<file path="src/hw/rtl/ccp_pkg.sv">
// shared types and constants for the cat command parser
// no dependencies
`timescale 1ns / 1ps
package ccp_pkg;
    localparam int BufferDepth = 64;
    localparam int CntW = $clog2(BufferDepth + 1);
    localparam int FreqDigits = 11;

    typedef struct packed {
        logic [7:0]  rx_byte;
        logic [31:0] current_freq;
    } t_in_item;

    typedef struct packed {
        logic [7:0]  out_byte;
        logic        byte_valid;
        logic        last;
        logic        freq_update;
        logic [31:0] new_freq;
        logic        transmit_request;
        logic        receive_request;
    } t_out_item;

    typedef enum logic [2:0] {
        CMD_SETF, CMD_QUERYF, CMD_RX, CMD_TX, CMD_TY, CMD_IF, CMD_BAD
    } t_cmd_kind;

    // command handed from front to back
    typedef struct packed {
        t_cmd_kind   kind;
        logic [7:0]  c1;
        logic [31:0] freq;
        logic        tx_state;
    } t_cmd;

    typedef enum logic [2:0] {
        ST_IDLE, ST_PARSE, ST_CONV, ST_EMIT
    } t_back_state;

    localparam logic [7:0] ChSemi = 8'h3B;
endpackage

</file>
<file path="src/hw/rtl/ccp_front.sv">
// front part: buffers bytes, parses set-frequency digits, classifies commands
// depends on ccp_pkg
`timescale 1ns / 1ps
module ccp_front import ccp_pkg::*; (
    input  logic     i_clk,
    input  logic     i_rst_n,
    input  logic     i_valid,
    output logic     o_stall,
    input  t_in_item i_item,
    output logic     o_cmd_valid,
    input  logic     i_cmd_stall,
    output t_cmd     o_cmd
);
    logic [CntW-1:0] r_fill, n_fill;
    logic [7:0]      r_c0, r_c1;
    logic [32:0]     r_acc;   // running set-frequency value, bit 32 = saturated
    logic            r_dig_on;
    logic            r_tx, r_cmd_valid;
    t_cmd            r_cmd;
    logic            acc_take;
    logic [7:0]      ch;
    logic [3:0]      dig;
    logic            is_dig;
    logic [36:0]     mul;
    logic            accept;
    t_cmd_kind       kind;

    assign accept = i_valid && !o_stall;
    assign o_stall = r_cmd_valid && i_cmd_stall;
    assign ch = i_item.rx_byte;
    assign is_dig = ch >= 8'h30 && ch <= 8'h39;
    assign dig = 4'(ch - 8'h30);
    assign mul = {4'd0, r_acc[31:0]} * 37'd10 + {33'd0, dig};
    assign acc_take = r_fill >= CntW'(2) && r_dig_on && is_dig;

    always_comb begin
        priority if (r_c0 == "F" && r_fill == CntW'(13)) kind = CMD_SETF;
        else if (r_c0 == "F" && r_fill == CntW'(2)) kind = CMD_QUERYF;
        else if (r_fill == CntW'(2) && r_c0 == "R" && r_c1 == "X") kind = CMD_RX;
        else if (r_fill == CntW'(2) && r_c0 == "T" && r_c1 == "X") kind = CMD_TX;
        else if (r_fill == CntW'(2) && r_c0 == "T" && r_c1 == "Y") kind = CMD_TY;
        else if (r_fill == CntW'(2) && r_c0 == "I" && r_c1 == "F") kind = CMD_IF;
        else kind = CMD_BAD;
    end

    always_comb begin
        n_fill = r_fill;
        if (ch == ChSemi) n_fill = '0;
        else if (r_fill < CntW'(BufferDepth)) n_fill = r_fill + CntW'(1);
    end

    always_ff @(posedge i_clk) begin
        if (accept && ch != ChSemi && r_fill < CntW'(BufferDepth)) begin
            if (r_fill == CntW'(0)) r_c0 <= ch;
            if (r_fill == CntW'(1)) r_c1 <= ch;
        end
        if (accept) begin
            if (ch == ChSemi || r_fill == CntW'(0)) begin
                r_acc <= '0;
                r_dig_on <= 1'b1;
            end else if (r_fill >= CntW'(2) && r_fill < CntW'(BufferDepth)) begin
                if (acc_take) begin
                    r_acc <= (r_acc[32] || mul[36:32] != 5'd0) ? {1'b1, 32'hFFFF_FFFF}
                                                                : {1'b0, mul[31:0]};
                end else begin
                    r_dig_on <= 1'b0;
                end
            end
        end
        if (accept && ch == ChSemi) begin
            r_cmd.kind <= kind;
            r_cmd.c1 <= r_c1;
            r_cmd.freq <= (kind == CMD_SETF) ? r_acc[31:0] : i_item.current_freq;
            r_cmd.tx_state <= r_tx;
        end
    end

    always_ff @(posedge i_clk) begin
        if (!i_rst_n) begin
            r_fill <= '0;
            r_tx <= 1'b0;
            r_cmd_valid <= 1'b0;
        end else begin
            if (accept) r_fill <= n_fill;
            if (accept && ch == ChSemi) begin
                r_cmd_valid <= 1'b1;
                if (kind == CMD_RX) r_tx <= 1'b0;
                if (kind == CMD_TX) r_tx <= 1'b1;
            end else if (!i_cmd_stall) begin
                r_cmd_valid <= 1'b0;
            end
        end
    end

    assign o_cmd_valid = r_cmd_valid;
    assign o_cmd = r_cmd;

`ifndef NO_ASSERTIONS
    a_fill_bound: assert property (@(posedge i_clk) disable iff (!i_rst_n)
        r_fill <= CntW'(BufferDepth)) else $error("fill over depth");
    a_semi_clears: assert property (@(posedge i_clk) disable iff (!i_rst_n)
        accept && ch == ChSemi |=> r_fill == '0 && r_cmd_valid) else $error("semi");
    a_hold: assert property (@(posedge i_clk) disable iff (!i_rst_n)
        r_cmd_valid && i_cmd_stall |=> r_cmd_valid && $stable(r_cmd)) else $error("hold");
`endif
endmodule

</file>
<file path="config.mk">
export PLATFORM = sky130hd
export DESIGN_NAME = ccp_front
export DESIGN_NICKNAME = d
export VERILOG_FILES = /design/src/hw/rtl/ccp_pkg.sv /design/src/hw/rtl/ccp_front.sv
export SDC_FILE = /design/constraint.sdc
export NUM_CORES = 1
export LEC_CHECK = 0
export CAP_MARGIN = 25
export CELL_PAD_IN_SITES_DETAIL_PLACEMENT = 1
export CELL_PAD_IN_SITES_GLOBAL_PLACEMENT = 1
export CORE_ASPECT_RATIO = 0.6
export CORE_UTILIZATION = 51
export DETAILED_ROUTE_END_ITERATION = 6
export DONT_BUFFER_PORTS = 1
export PLACE_DENSITY_LB_ADDON = 0.1
export SYNTH_ARGS = -nofsm -noshare
export SYNTH_HDL_FRONTEND = slang
export SYNTH_SLANG_ARGS = --single-unit
</file>
<file path="constraint.sdc">
create_clock -name i_clk -period 4.71 [get_ports i_clk]
set_input_delay 1.1775 -clock i_clk [delete_from_list [all_inputs] [get_ports i_clk]]
set_output_delay 1.1775 -clock i_clk [all_outputs]
set_load 0.005 [all_outputs]
</file>
Yosys cells after proc, flatten, opt, wreduce, memory -nomap -nowiden. Index checks and enable logic that the tools add are counted.

Register bits after elaboration: 103. Bits of input ports: 44. Output and inout port bits: 46. Word-level logic and storage cells: 87.

$add $sub $neg: 3. Multipliers: 1. $lt $le $gt $ge: 4. Equal/unequal tests: 16. Multiplexer cells: 18. Reduce and logical (&&, ||, !) cells: 34.

Operators by type and width (number): $mux 33 (3); $eq 8x7->1 const B (7); $add 36x4->37 (1); $mul 32x3->35 const B (1); $mux 32 (1); $logic_and 1x1->1 (18); $mux 7 (2); $mux 3 (4); $eq 8x6->1 const B (1); $ge 8x6->1 const B (1); $le 8x6->1 const B (1); $ne 8x6->1 const B (1); $reduce_and 2->1 (4); $reduce_bool 2->1 (4); $add 7x1->7 const B (1); $eq 7x1->1 const B (1); $eq 7x2->1 const B (1); $eq 7x4->1 const B (1); $ge 7x2->1 const B (1); $logic_not 7->1 (1); $lt 7x7->1 const B (1); $eq 3x2->1 const B (2); $mux 1 (6); $reduce_and 3->1 (2); 7 further kinds (10).

Longest topological paths before layout. Gate-level depths: netlist (run 1).

Word-level depth: 12. Mapped depth: 16. Mapped depth without buffers: 14.

Least setup slack after synthesis (run 1). No wires, ideal clock.

Path kind: reg2reg. From: register r_acc[1]. To: register r_acc[10] (data pin). Library setup time: 0.280 ns. Data arrival time: 3.992 ns. Data required time: 4.430 ns. Setup slack: 0.438 ns. Stages on the path, launching flop included: 16. Buffers on the path: 1. Period minus slack after synthesis: 4.272 ns. Path through: edfxtp_1 > ha_1 > ha_1 > inv_1 > fa_1 > nand2b_1 > a21o_1 > a31o_2 > a21o_1 > xnor2_4 > nand3_4 > or4_4 > or4_4 > a21oi_4 > buf_6 > a21oi_2.

Cells in the longest elaborated chain, start to end: 7.

Ends and longest elaborated chain: start: declaration (line ccp_front.sv:16) `logic [32:0] r_acc;`; start signal: assignment (line ccp_front.sv:63) `r_acc <= (r_acc[32] || mul[36:32] != 5'd0) ? {1'b1, 32'hFFFF_FFFF}`; $mul 32x3->35 * (line ccp_front.sv:33) `assign mul = {4'd0, r_acc[31:0]} * 37'd10 + {33'd0, dig};`; $add 36x4->37 * (line ccp_front.sv:33); $reduce_bool 5->1 (line ccp_front.sv:63); $logic_or 1x1->1 (line ccp_front.sv:63); $mux 33 * (line ccp_front.sv:63); $mux 33 * (line ccp_front.sv:62) `if (acc_take) begin`; $mux 33 * (line ccp_front.sv:61) `end else if (r_fill >= CntW'(2) && r_fill < CntW'(BufferDepth)) begin`.

Every way passes the cells marked *; elsewhere a longest branch is shown, timed or not. The select of a mux whose other input is x is not followed. A chain may end at the register's enable or synchronous reset.

Worst setup path after layout (run 1).
From: register r_acc[15]. To: register r_acc[27] (data pin).

Same word-level chain as after synthesis.

==> metrics.csv, run 1 <==
stage,metric,value,unit
sta,Final Cycle Share,0.9811,
routing,post-route ant nets,0,
sta,slew margin rel.,0.5659,
placed_design,Placed Cells,889,
pwr,clock power share,0.220,
pwr,P_leak,3.002,nW
logic_synthesis,Adder-Cell Fraction of Synth Area,0.1182,
routing,first drt pass iteration count,5,
layout,Layout area overhead,10.63,%
logic_synthesis,Post-Synthesis Cells,700,
floorplanning,core area,13910,sq um
sta,fin. max-slew vios,0,
placed_design,Final HPWL DP,16.87,mm
routing,final WL,21.71,mm
layout,layout cells sized above 1,0.2136,
job,# Max-Cap Violations,0,
logic_synthesis,Simple-Gate Fraction of Synth Area,0.1617,
floorplanning,die span in y,95.49,microns
logic_synthesis,"Seq/Total Area, Yosys",0.4042,
logic_synthesis,complex-gate fraction of the synthesized area,0.1774,
sta,f_max,216.4,MHz
hold_path,Min-Delay Path Class,flop to flop,
logic_synthesis,number of synthesized flops with an enable pin,94,
pwr,Int Pwr,2.006,mW
global_routing,largest net degree at the start of global routing,36,
placed_design,GPL Wtd Cong,0.9492,
logic_synthesis,Seq cells post-synth,103,
logic_synthesis,Post-synth ARST share,0,
logic_synthesis,largest family of logic cells by synthesized area,compound AO/OA/AOI/OAI gates,
cts,clk root buf,clkbuf_16,
critical_path,cell family with most CP delay,simple AND/OR/NAND/NOR gates,
critical_path,number of cells on the critical path,14,
global_routing,vias in the first global route,5775,
critical_path,Worst Path Buf+Inv,2,
critical_path,worst r2r src,r_acc[15],
logic_synthesis,syn nets,813,
cts,cts bufs inserted,9,
routing,vias per std cell,6.361,
floorplanning,Initial Util,0.5339,
global_routing,GRT Total Usage,0.2909,
pwr,Sw Ratio,0.3947,
global_routing,initial antenna violation count,2,
sta,post-route setup TNS,0,ns
floorplanning,# IOs,90,
critical_path,CP cell instances,"ha_1, ha_2, nand2_1, o21ai_4, mux2_4, a311oi_4, o2111a_2, nand3_4, or4_4, or4_4, a21oi_4, buf_12, buf_6, a21oi_2",
routing,DR WL/cell,23.72,microns
cts,# clock sinks,103,
global_routing,GR Overflow Total,0,
critical_path,worst-path fanout max,9,
routing,via count,5820,
placed_design,Buffers on Ports,0,
pwr,P_sw,1.308,mW
logic_synthesis,mean area per synthesized cell,10.61,sq um
logic_synthesis,mapped cell area,7428,sq um
cts,H-tree depth,3,
cts,clk slew on worst S/H paths,0.07,ns
floorplanning,chip width,157.8,microns
layout,Finished Layout Cells,915,
sta,Setup Skew,0.01037,ns
logic_synthesis,Ys Warns,0,
critical_path,FF-to-FF End,r_acc[27],
critical_path,CP arrival,4.70,ns
floorplanning,Row Count,33,
floorplanning,area of the die,15070,sq um
logic_synthesis,Post-Synth XOR/XNOR Area,0.05676,
layout,number of nets in the layout,829,
cts,CTS tree,built,
sta,final hold violations,0,
critical_path,Setup crit start kind,flop,
sta,min cycle time layout,4.621,ns
hold_path,HP Start,r_tx,
critical_path,"most used cell, CP",or4_4,
critical_path,crit-path max cell delay,0.54,ns
critical_path,Setup Crit Path Kind,flop to flop,
critical_path,Worst setup EP type,flop,
pwr,VDD IR max,0.0001751,V
critical_path,Critical Path RT,4.78,ns
routing,DRC viols,0,
cts,Max Root-Sink Buffers,2,
logic_synthesis,Post-synth top flop,edfxtp_1,
critical_path,flop2flop setup slack,0.09,ns
logic_synthesis,count of different cell masters after synthesis,83,
critical_path,Critical Path End,r_acc[27],
pwr,power per cell area,403.3,nW/um^2
cts,Worst-Skew Late Latency,0.35,ns
sta,Finish-stage setup viols,0,
critical_path,r2r worst-path depth,14,
routing,Initial DRC Count,270,
critical_path,CP Launch Point,r_acc[15],
pwr,Gate power share,0.446,
critical_path,Critical-path top delay cell,or4_4,
layout,Filler cells,1502,
outcome,outcome,"finished, final reports clean",
sta,worst slew pin tran,0.6488,ns
logic_synthesis,mux cell area share after synthesis,0.05188,
pwr,sequential share of power,0.334,
global_routing,first-pass GRT wire length,32.99,mm
==> power by group through the flow <==
stage                     sequential (mW)  clock, mW  combinational (mW)
after floorplan                      1.10          0                1.03
after global routing                 1.11      0.767                1.60
after global placement               1.12          0                1.32
after detailed placement             1.13          0                1.38
final                                1.11      0.728                1.48
after CTS                            1.11      0.733                1.41
==> worst min-delay path by stage <==
stage	end	slack [ns]	depth (start not counted)
detailed placement	o_cmd[0]	0.42	0
floorplan	o_cmd[0]	0.41	0
finish	o_cmd[0]	0.43	0
global route	o_cmd[0]	0.45	0
global placement	o_cmd[0]	0.41	0
CTS	o_cmd[0]	0.43	0
==> final cells by class <==
type | instances | area, sq um | area share
repair buffers | 28 | 290.3 | 0.03532
diodes | 2 | 5.005 | 0.0006090
flip-flops and latches | 103 | 3003 | 0.3654
inverters | 23 | 86.33 | 0.01051
clock inverters | 7 | 67.56 | 0.008222
multi-input cells | 551 | 4300 | 0.5233
well taps | 192 | 240.2 | 0.02923
clock buffers | 9 | 225.2 | 0.02741
==> sequential cells by signal, summed over array words and instances, names as in the netlist <==
signal / count
o_cmd: 44
r_acc: 33
r_c0: 8
r_c1: 8
r_fill: 7
o_cmd_valid: 1
r_dig_on: 1
r_tx: 1
==> layer usage <==
layer,track usage,vias up,part of all wire
li1,-,2679,-
met1,0.4023,2928,0.47
met2,0.4824,187,0.46
met3,0.04864,26,0.057
met4,0.05421,0,0.011
met5,0,-,0
==> timing repair <==
| action | CTS | global route |
|---|---|---|
| setup buffers | 0 | 5 |
| gates cloned | 0 | 3 |
| setup endpoints to repair | 33 | 33 |
| gates resized for setup | 2 | 16 |
| hold buffers | 0 | 0 |
| pin swaps | 0 | 7 |
==> metrics by stage <==
step	utilization	total power [mW]	setup WS (ns)	hold slack (ns)	instance area [sq um]
2_1_floorplan	-	2.133	0.4377	0.4081	7428
3_3_place_gp	0.5544	2.441	0.01503	0.4149	7714
3_5_place_dp	0.5544	2.508	-0.05557	0.4182	7714
4_1_cts	0.5767	3.246	0.01989	0.4333	8025
5_1_grt	0.5902	3.481	-0.03317	0.4518	8213
6_report	0.5906	3.314	0.08898	0.4343	8218
==> Yosys cell counts (all sizes together) (9+ instances only) <==
library cell,number,area share
edfxtp,94,0.38
a21oi,74,0.068
ha,67,0.11
nand2,59,0.030
nor2,53,0.027
mux2,33,0.051
xnor2,26,0.033
inv,23,0.012
nand3,23,0.017
o21ai,23,0.016
xor2,20,0.024
buf,14,0.014
a21o,13,0.013
nand4,13,0.011
and2,11,0.0093
nor3,11,0.0074
nor2b,10,0.0084
and4,9,0.011
clkbuf,9,0.0045
dfxtp,9,0.024
==> placed cells by master, fill, tap and decap left out, drive strengths merged, types with 3 or more instances in the layout <==
cell type	instances
nor3b	3
ha	67
buf	26
and4	9
clkinv	5
nand2	59
nor2b	10
and3	5
o31a	3
inv	25
o211ai	4
o31ai	5
nor4	3
or4	7
o21bai	3
o21ai	23
xnor2	26
clkbuf	11
a22oi	3
edfxtp	94
xor2	20
or3	6
or2	6
and2	11
a2111oi	3
mux2	33
a21o	13
nand4	13
a21boi	4
a211oi	7
nor3	11
o21a	7
a21oi	74
nand3	23
nor2	53
dfxtp	9
==> kinds of logic (layout without fill, tap and decap cells) <==
| group | after synthesis | count (layout) |
|---|---|---|
| AND/OR/NAND/NOR | 229 | 229 |
| AO/OA/AOI/OAI | 173 | 173 |
| flip-flops | 103 | 103 |
| adder cells (fa/ha/maj) | 69 | 69 |
| XOR/XNOR | 46 | 46 |
| buffers and inverters | 46 | 67 |
| multiplexers | 34 | 34 |
| other | 0 | 2 |
(Power assumes the default switching activity.)
==> run 2: changes to the inputs <==
--- a/config.mk
+++ b/config.mk
@@ -9,7 +9,7 @@
 export CELL_PAD_IN_SITES_DETAIL_PLACEMENT = 1
 export CELL_PAD_IN_SITES_GLOBAL_PLACEMENT = 1
 export CORE_ASPECT_RATIO = 0.6
-export CORE_UTILIZATION = 51
+export CORE_UTILIZATION = 50
 export DETAILED_ROUTE_END_ITERATION = 6
 export DONT_BUFFER_PORTS = 1
 export PLACE_DENSITY_LB_ADDON = 0.1
==> metrics.csv, run 2 (synthesis gave the netlist of run 1 again) <==
stage,metric,value,unit,change
outcome,outcome,"finished, final reports clean",,unchanged
layout,Filler cells,1543,,was 1502
layout,Layout area overhead,13.05,%,was 10.63%
critical_path,CP cell instances,"ha_1, ha_1, and4_2, and2_1, a22oi_2, nor2b_1, o31a_1, nand3_4, or4_4, or4_4, a21oi_4, buf_12, clkbuf_16, a21oi_2",,"was ha_1, ha_2, nand2_1, o21ai_4, mux2_4, a311oi_4, o2111a_2, nand3_4, or4_4, or4_4, a21oi_4, buf_12, buf_6, a21oi_2"
critical_path,crit-path max cell delay,0.54,ns,about the same
critical_path,Critical-path top delay cell,or4_4,,unchanged
routing,via count,5768,,was 5820
sta,Finish-stage setup viols,0,,unchanged
placed_design,Final HPWL DP,16.87,mm,about the same
sta,RSZ-0062 raised after global routing,false,,
cts,CTS tree,built,,unchanged
critical_path,Setup Crit Path Kind,flop to flop,,unchanged
critical_path,Worst setup EP type,flop,,unchanged
critical_path,number of cells on the critical path,14,,unchanged
sta,slew margin rel.,0.5141,,was 0.5659
cts,clk slew on worst S/H paths,0.08,ns,was 0.07 ns
sta,WHS,0.4363,ns,was 0.4343 ns
cts,Max Root-Sink Buffers,2,,unchanged
critical_path,r2r worst-path depth,14,,unchanged
job,# Max-Cap Violations,0,,unchanged
critical_path,Setup crit start kind,flop,,unchanged
floorplanning,Initial Util,0.5121,,was 0.5339
sta,worst slew pin tran,0.7269,ns,was 0.6488 ns
placed_design,GPL Wtd Cong,0.8455,,was 0.9492
cts,# clock sinks,103,,unchanged
critical_path,CP arrival,4.62,ns,was 4.70 ns
cts,H-tree depth,3,,unchanged
pwr,P_leak,3.090,nW,was 3.002 nW
routing,Initial DRC Count,406,,was 270
floorplanning,area of the die,15360,sq um,was 15070 sq um
floorplanning,Row Count,34,,was 33
cts,Post-CTS Hold Buffers,0,,unchanged
layout,ant diodes,0,,was 2
routing,DRC viols,0,,unchanged
layout,final core occ,0.5789,,was 0.5906
pwr,VDD IR max,0.0002108,V,was 0.0001751 V
global_routing,first-pass GRT wire length,31.96,mm,was 32.99 mm
sta,f_max,220.1,MHz,was 216.4 MHz
layout,most frequent cells in the layout,"edfxtp_1 (94), ha_1 (60), nand2_1 (58), nor2_1 (49), buf_4 (39)",,"was edfxtp_1 (94), ha_1 (63), nand2_1 (58), nor2_1 (50), a21oi_1 (39)"
floorplanning,# IOs,90,,unchanged
sta,min cycle time layout,4.544,ns,was 4.621 ns
hold_path,Min-Delay Path Class,flop to flop,,unchanged
cts,cts bufs inserted,9,,unchanged
sta,Setup Skew,0.006624,ns,was 0.01037 ns
layout,layout cells sized above 1,0.2449,,was 0.2136
sta,final worst slack,0.1662,ns,was 0.08898 ns
layout,"commonest non-fill, non-tap cell in the layout",edfxtp_1,,unchanged
floorplanning,core area,14510,sq um,was 13910 sq um
cts,Worst-Skew Late Latency,0.35,ns,about the same
sta,fin. max-slew vios,0,,unchanged
placed_design,dpl ws,-0.1175,ns,was -0.05557 ns
placed_design,Buffers on Ports,0,,unchanged
routing,vias per std cell,6.156,,was 6.361
pwr,Design Power,3.384,mW,was 3.314 mW
sta,Final Cycle Share,0.9647,,was 0.9811
floorplanning,chip width,159.4,microns,was 157.8 microns
routing,post-route ant nets,0,,unchanged
placed_design,Placed Area,7764,sq um,was 7714 sq um
critical_path,worst-path fanout max,7,,was 9
global_routing,GR Overflow Total,0,,unchanged
layout,number of nets in the layout,847,,was 829
global_routing,largest net degree at the start of global routing,34,,was 36
sta,final hold violations,0,,unchanged
routing,DR WL/cell,23.18,microns,was 23.72 microns
global_routing,initial antenna violation count,0,,was 2
routing,first drt pass iteration count,5,,unchanged
critical_path,Critical Path RT,4.79,ns,was 4.78 ns
layout,finished layout cell area,8398,sq um,was 8218 sq um
cts,clk root buf,clkbuf_16,,unchanged
critical_path,Worst Path Buf+Inv,2,,unchanged
hold_path,Hold Path Cell Cnt,0,,unchanged
layout,Largest register FFs,44,,unchanged
global_routing,vias in the first global route,5606,,was 5775
floorplanning,die span in y,96.42,microns,was 95.49 microns
pwr,power per cell area,403.0,nW/um^2,was 403.3 nW/um^2
critical_path,cell family with most CP delay,simple AND/OR/NAND/NOR gates,,unchanged
global_routing,GRT Total Usage,0.2773,,was 0.2909
routing,final WL,21.72,mm,was 21.71 mm
==> run 2: worst paths after layout <==
check                           startpoint         to  slack, ns
worst max-delay path             r_acc[10]  r_acc[16]       0.17
worst min-delay path                  r_tx   o_cmd[0]       0.44
worst max register to register   r_acc[10]  r_acc[16]       0.17
worst min register to register        r_tx   o_cmd[0]       0.44
==> run 2: timing repair <==
item / in CTS / in global routing
endpoints found under the hold margin: 0 / 0
endpoints found under the setup margin: 33 / 33
setup buffers: 0 / 19
cloned: 0 / 3
pin swaps: 1 / 9
gates resized for setup: 4 / 23
==> run 2: layout make-up <==
cell class                      count  area [sq um]  share of cell area
Clock buffer                       10         239.0             0.02846
Multi-Input combinational cell    551          4334              0.5161
Tap cell                          198         247.7             0.02950
Timing Repair Buffer               46         425.4             0.05066
Sequential cell                   103          3003              0.3576
Inverter                           23         86.33             0.01028
Clock inverter                      6         62.56            0.007449
==> run 2: power breakdown <==
part           internal (mW)  total (mW)  switching (mW)  leakage [nW]
clock network          0.387       0.747           0.360         0.148
logic                  0.624        1.52           0.901          1.99
registers               1.06        1.11          0.0555         0.948
==> run 2: routing by layer <==
layer / up-vias / global-route usage / part of all wire
met5: - / 0 / 0
met1: 2901 / 0.3989 / 0.50
met2: 129 / 0.4470 / 0.45
li1: 2716 / - / -
met3: 22 / 0.03671 / 0.034
met4: 0 / 0.06651 / 0.014
==> run 2: through the flow <==
step	setup TNS, ns	std cells
6_report	0	937
5_1_grt	0	937
4_1_cts	0	915
3_5_place_dp	-2.416	899
3_3_place_gp	-1.009	899
2_1_floorplan	0	700
==> run 3: changes to the inputs <==
--- a/config.mk
+++ b/config.mk
@@ -8,7 +8,7 @@
 export CAP_MARGIN = 25
 export CELL_PAD_IN_SITES_DETAIL_PLACEMENT = 1
 export CELL_PAD_IN_SITES_GLOBAL_PLACEMENT = 1
-export CORE_ASPECT_RATIO = 0.6
+export CORE_ASPECT_RATIO = 1.5
 export CORE_UTILIZATION = 50
 export DETAILED_ROUTE_END_ITERATION = 6
 export DONT_BUFFER_PORTS = 1
==> metrics.csv, run 3 (synthesis gave the netlist of run 1 again) <==
stage,metric,value,unit,change
critical_path,CP cell instances,"ha_1, ha_1, and4_4, nor2_2, mux2_4, a311oi_4, o2111a_2, nand3_4, or4_4, or4_4, a21oi_4, buf_12, buf_12, a21oi_1",,"was ha_1, ha_1, and4_2, and2_1, a22oi_2, nor2b_1, o31a_1, nand3_4, or4_4, or4_4, a21oi_4, buf_12, clkbuf_16, a21oi_2"
global_routing,initial antenna violation count,0,,unchanged
routing,post-route ant nets,0,,unchanged
global_routing,GRT Total Usage,0.2618,,was 0.2773
floorplanning,area of the die,15360,sq um,about the same
global_routing,GR Layer Usage met2,0.5078,,was 0.4470
floorplanning,Row Count,54,,was 34
routing,Initial DRC Count,216,,was 406
layout,most frequent cells in the layout,"edfxtp_1 (94), ha_1 (63), nand2_1 (58), nor2_1 (50), a21oi_1 (39)",,"was edfxtp_1 (94), ha_1 (60), nand2_1 (58), nor2_1 (49), buf_4 (39)"
sta,fin. max-slew vios,0,,unchanged
cts,Worst-Skew Late Latency,0.35,ns,about the same
sta,Setup Skew,0.008006,ns,was 0.006624 ns
cts,# clock sinks,103,,unchanged
placed_design,GPL Wtd Cong,0.8045,,was 0.8455
routing,vias per std cell,6.141,,was 6.156
global_routing,largest net degree at the start of global routing,46,,was 34
cts,clk root buf,clkbuf_16,,unchanged
global_routing,met1 Track Usage GR,0.2902,,was 0.3989
sta,Finish-stage setup viols,0,,unchanged
critical_path,crit-path max cell delay,0.54,ns,about the same
critical_path,Critical-path top delay cell,or4_4,,unchanged
global_routing,vias in the first global route,5748,,was 5606
sta,min cycle time layout,4.626,ns,was 4.544 ns
sta,worst slew pin tran,0.7379,ns,was 0.7269 ns
layout,"commonest non-fill, non-tap cell in the layout",edfxtp_1,,unchanged
pwr,Design Power,3.338,mW,was 3.384 mW
layout,Filler cells,1559,,was 1543
routing,final WL,20.14,mm,was 21.72 mm
global_routing,GR Overflow Total,0,,unchanged
floorplanning,Initial Util,0.5114,,was 0.5121
layout,Layout area overhead,11.15,%,was 13.05%
critical_path,Setup crit start kind,flop,,unchanged
critical_path,CP arrival,4.70,ns,was 4.62 ns
layout,number of nets in the layout,829,,was 847
routing,DRC viols,0,,unchanged
hold_path,Min-Delay Path Class,flop to flop,,unchanged
cts,H-tree depth,3,,unchanged
floorplanning,chip width,101.5,microns,was 159.4 microns
sta,f_max,216.1,MHz,was 220.1 MHz
routing,via count,5637,,was 5768
critical_path,Critical Path RT,4.79,ns,about the same
layout,Finished Layout Cells,918,,was 937
floorplanning,die span in y,151.3,microns,was 96.42 microns
sta,final hold violations,0,,unchanged
layout,Largest register FFs,44,,unchanged
critical_path,Setup Crit Path Kind,flop to flop,,unchanged
cts,cts bufs inserted,9,,unchanged
placed_design,Placed Cells,891,,was 899
job,# Max-Cap Violations,0,,unchanged
critical_path,worst-path fanout max,12,,was 7
cts,clk slew on worst S/H paths,0.07,ns,was 0.08 ns
global_routing,gr busiest metal,met2,,unchanged
pwr,P_leak,3.016,nW,was 3.090 nW
placed_design,Buffers on Ports,0,,unchanged
placed_design,Final HPWL DP,15.48,mm,was 16.87 mm
critical_path,Worst setup EP type,flop,,unchanged
routing,DR WL/cell,21.94,microns,was 23.18 microns
global_routing,first-pass GRT wire length,30.34,mm,was 31.96 mm
routing,first drt pass iteration count,4,,was 5
global_routing,GR Util met3,0.03323,,was 0.03671
sta,Final Cycle Share,0.9823,,was 0.9647
cts,Post-CTS Hold Buffers,0,,unchanged
sta,slew margin rel.,0.5062,,was 0.5141
cts,Max Root-Sink Buffers,2,,unchanged
pwr,power per cell area,404.3,nW/um^2,was 403.0 nW/um^2
floorplanning,# IOs,90,,unchanged
pwr,VDD IR max,0.0001871,V,was 0.0002108 V
layout,layout cells sized above 1,0.2233,,was 0.2449
floorplanning,core area,14530,sq um,was 14510 sq um
outcome,outcome,"finished, final reports clean",,unchanged
cts,CTS tree,built,,unchanged
[run 3: per-stage QoR]
| stage | util | setup TNS [ns] | hold WS, ns | cell area (sq um) | worst slack, ns |
|---|---|---|---|---|---|
| after floorplan | - | 0 | 0.4081 | 7428 | 0.4377 |
| after global placement | 0.5303 | 0 | 0.4209 | 7704 | 0.07727 |
| after detailed placement | 0.5303 | -0.3887 | 0.4242 | 7704 | -0.03982 |
| after CTS | 0.5524 | 0 | 0.4507 | 8024 | 0.05710 |
| after global routing | 0.5682 | -0.3948 | 0.4557 | 8254 | -0.04451 |
| final | 0.5684 | 0 | 0.4484 | 8257 | 0.08354 |
[run 3: worst max-delay path, delay by kind of cell, from the launching register on]
kind | cells | cell delay [ns]
mux | 1 | 0.28
compound gates | 4 | 0.89
flops | 1 | 0.52
buf+inv | 2 | 0.29
fa+ha+maj | 2 | 0.80
simple gates | 5 | 1.57
[run 3: final cells by class]
cell class / count / area [sq um] / area share
Multi-Input combinational cell: 551 / 4349 / 0.5267
Sequential cell: 103 / 3003 / 0.3637
Timing Repair Buffer: 28 / 260.3 / 0.03152
Tap cell: 196 / 245.2 / 0.02970
Clock buffer: 9 / 225.2 / 0.02728
Inverter: 23 / 86.33 / 0.01046
Clock inverter: 7 / 85.08 / 0.01030
Antenna cell: 1 / 2.502 / 0.0003031
[run 3: power by group]
| group | total [mW] | internal, mW | switching (mW) | leakage, nW |
|---|---|---|---|---|
| clock | 0.774 | 0.424 | 0.350 | 0.153 |
| sequential | 1.11 | 1.06 | 0.0519 | 0.948 |
| combinational | 1.46 | 0.589 | 0.867 | 1.92 |
[run 3: what timing repair did]
item,in CTS,in global routing
gates resized for setup,2,22
setup endpoints to repair,33,33
pin swaps,0,9
buffers inserted,0,8
cloned,0,2
[run 3: routing by layer]
| layer | routed length, microns | up-vias | share of wire |
|---|---|---|---|
| met5 | 0 | - | 0 |
| met4 | 377 | 0 | 0.019 |
| met3 | 626 | 26 | 0.031 |
| met2 | 11480 | 116 | 0.57 |
| met1 | 7658 | 2816 | 0.38 |
| li1 | - | 2679 | - |
[run 3: path summary, 6_finish.rpt]
path | from | to | slack, ns | depth (start not counted)
setup / recovery | r_acc[14] | r_acc[1] | 0.08 | 14
hold / removal | r_tx | o_cmd[0] | 0.45 | 0
setup reg to reg | r_acc[14] | r_acc[1] | 0.08 | 14
hold reg to reg | r_tx | o_cmd[0] | 0.45 | 0
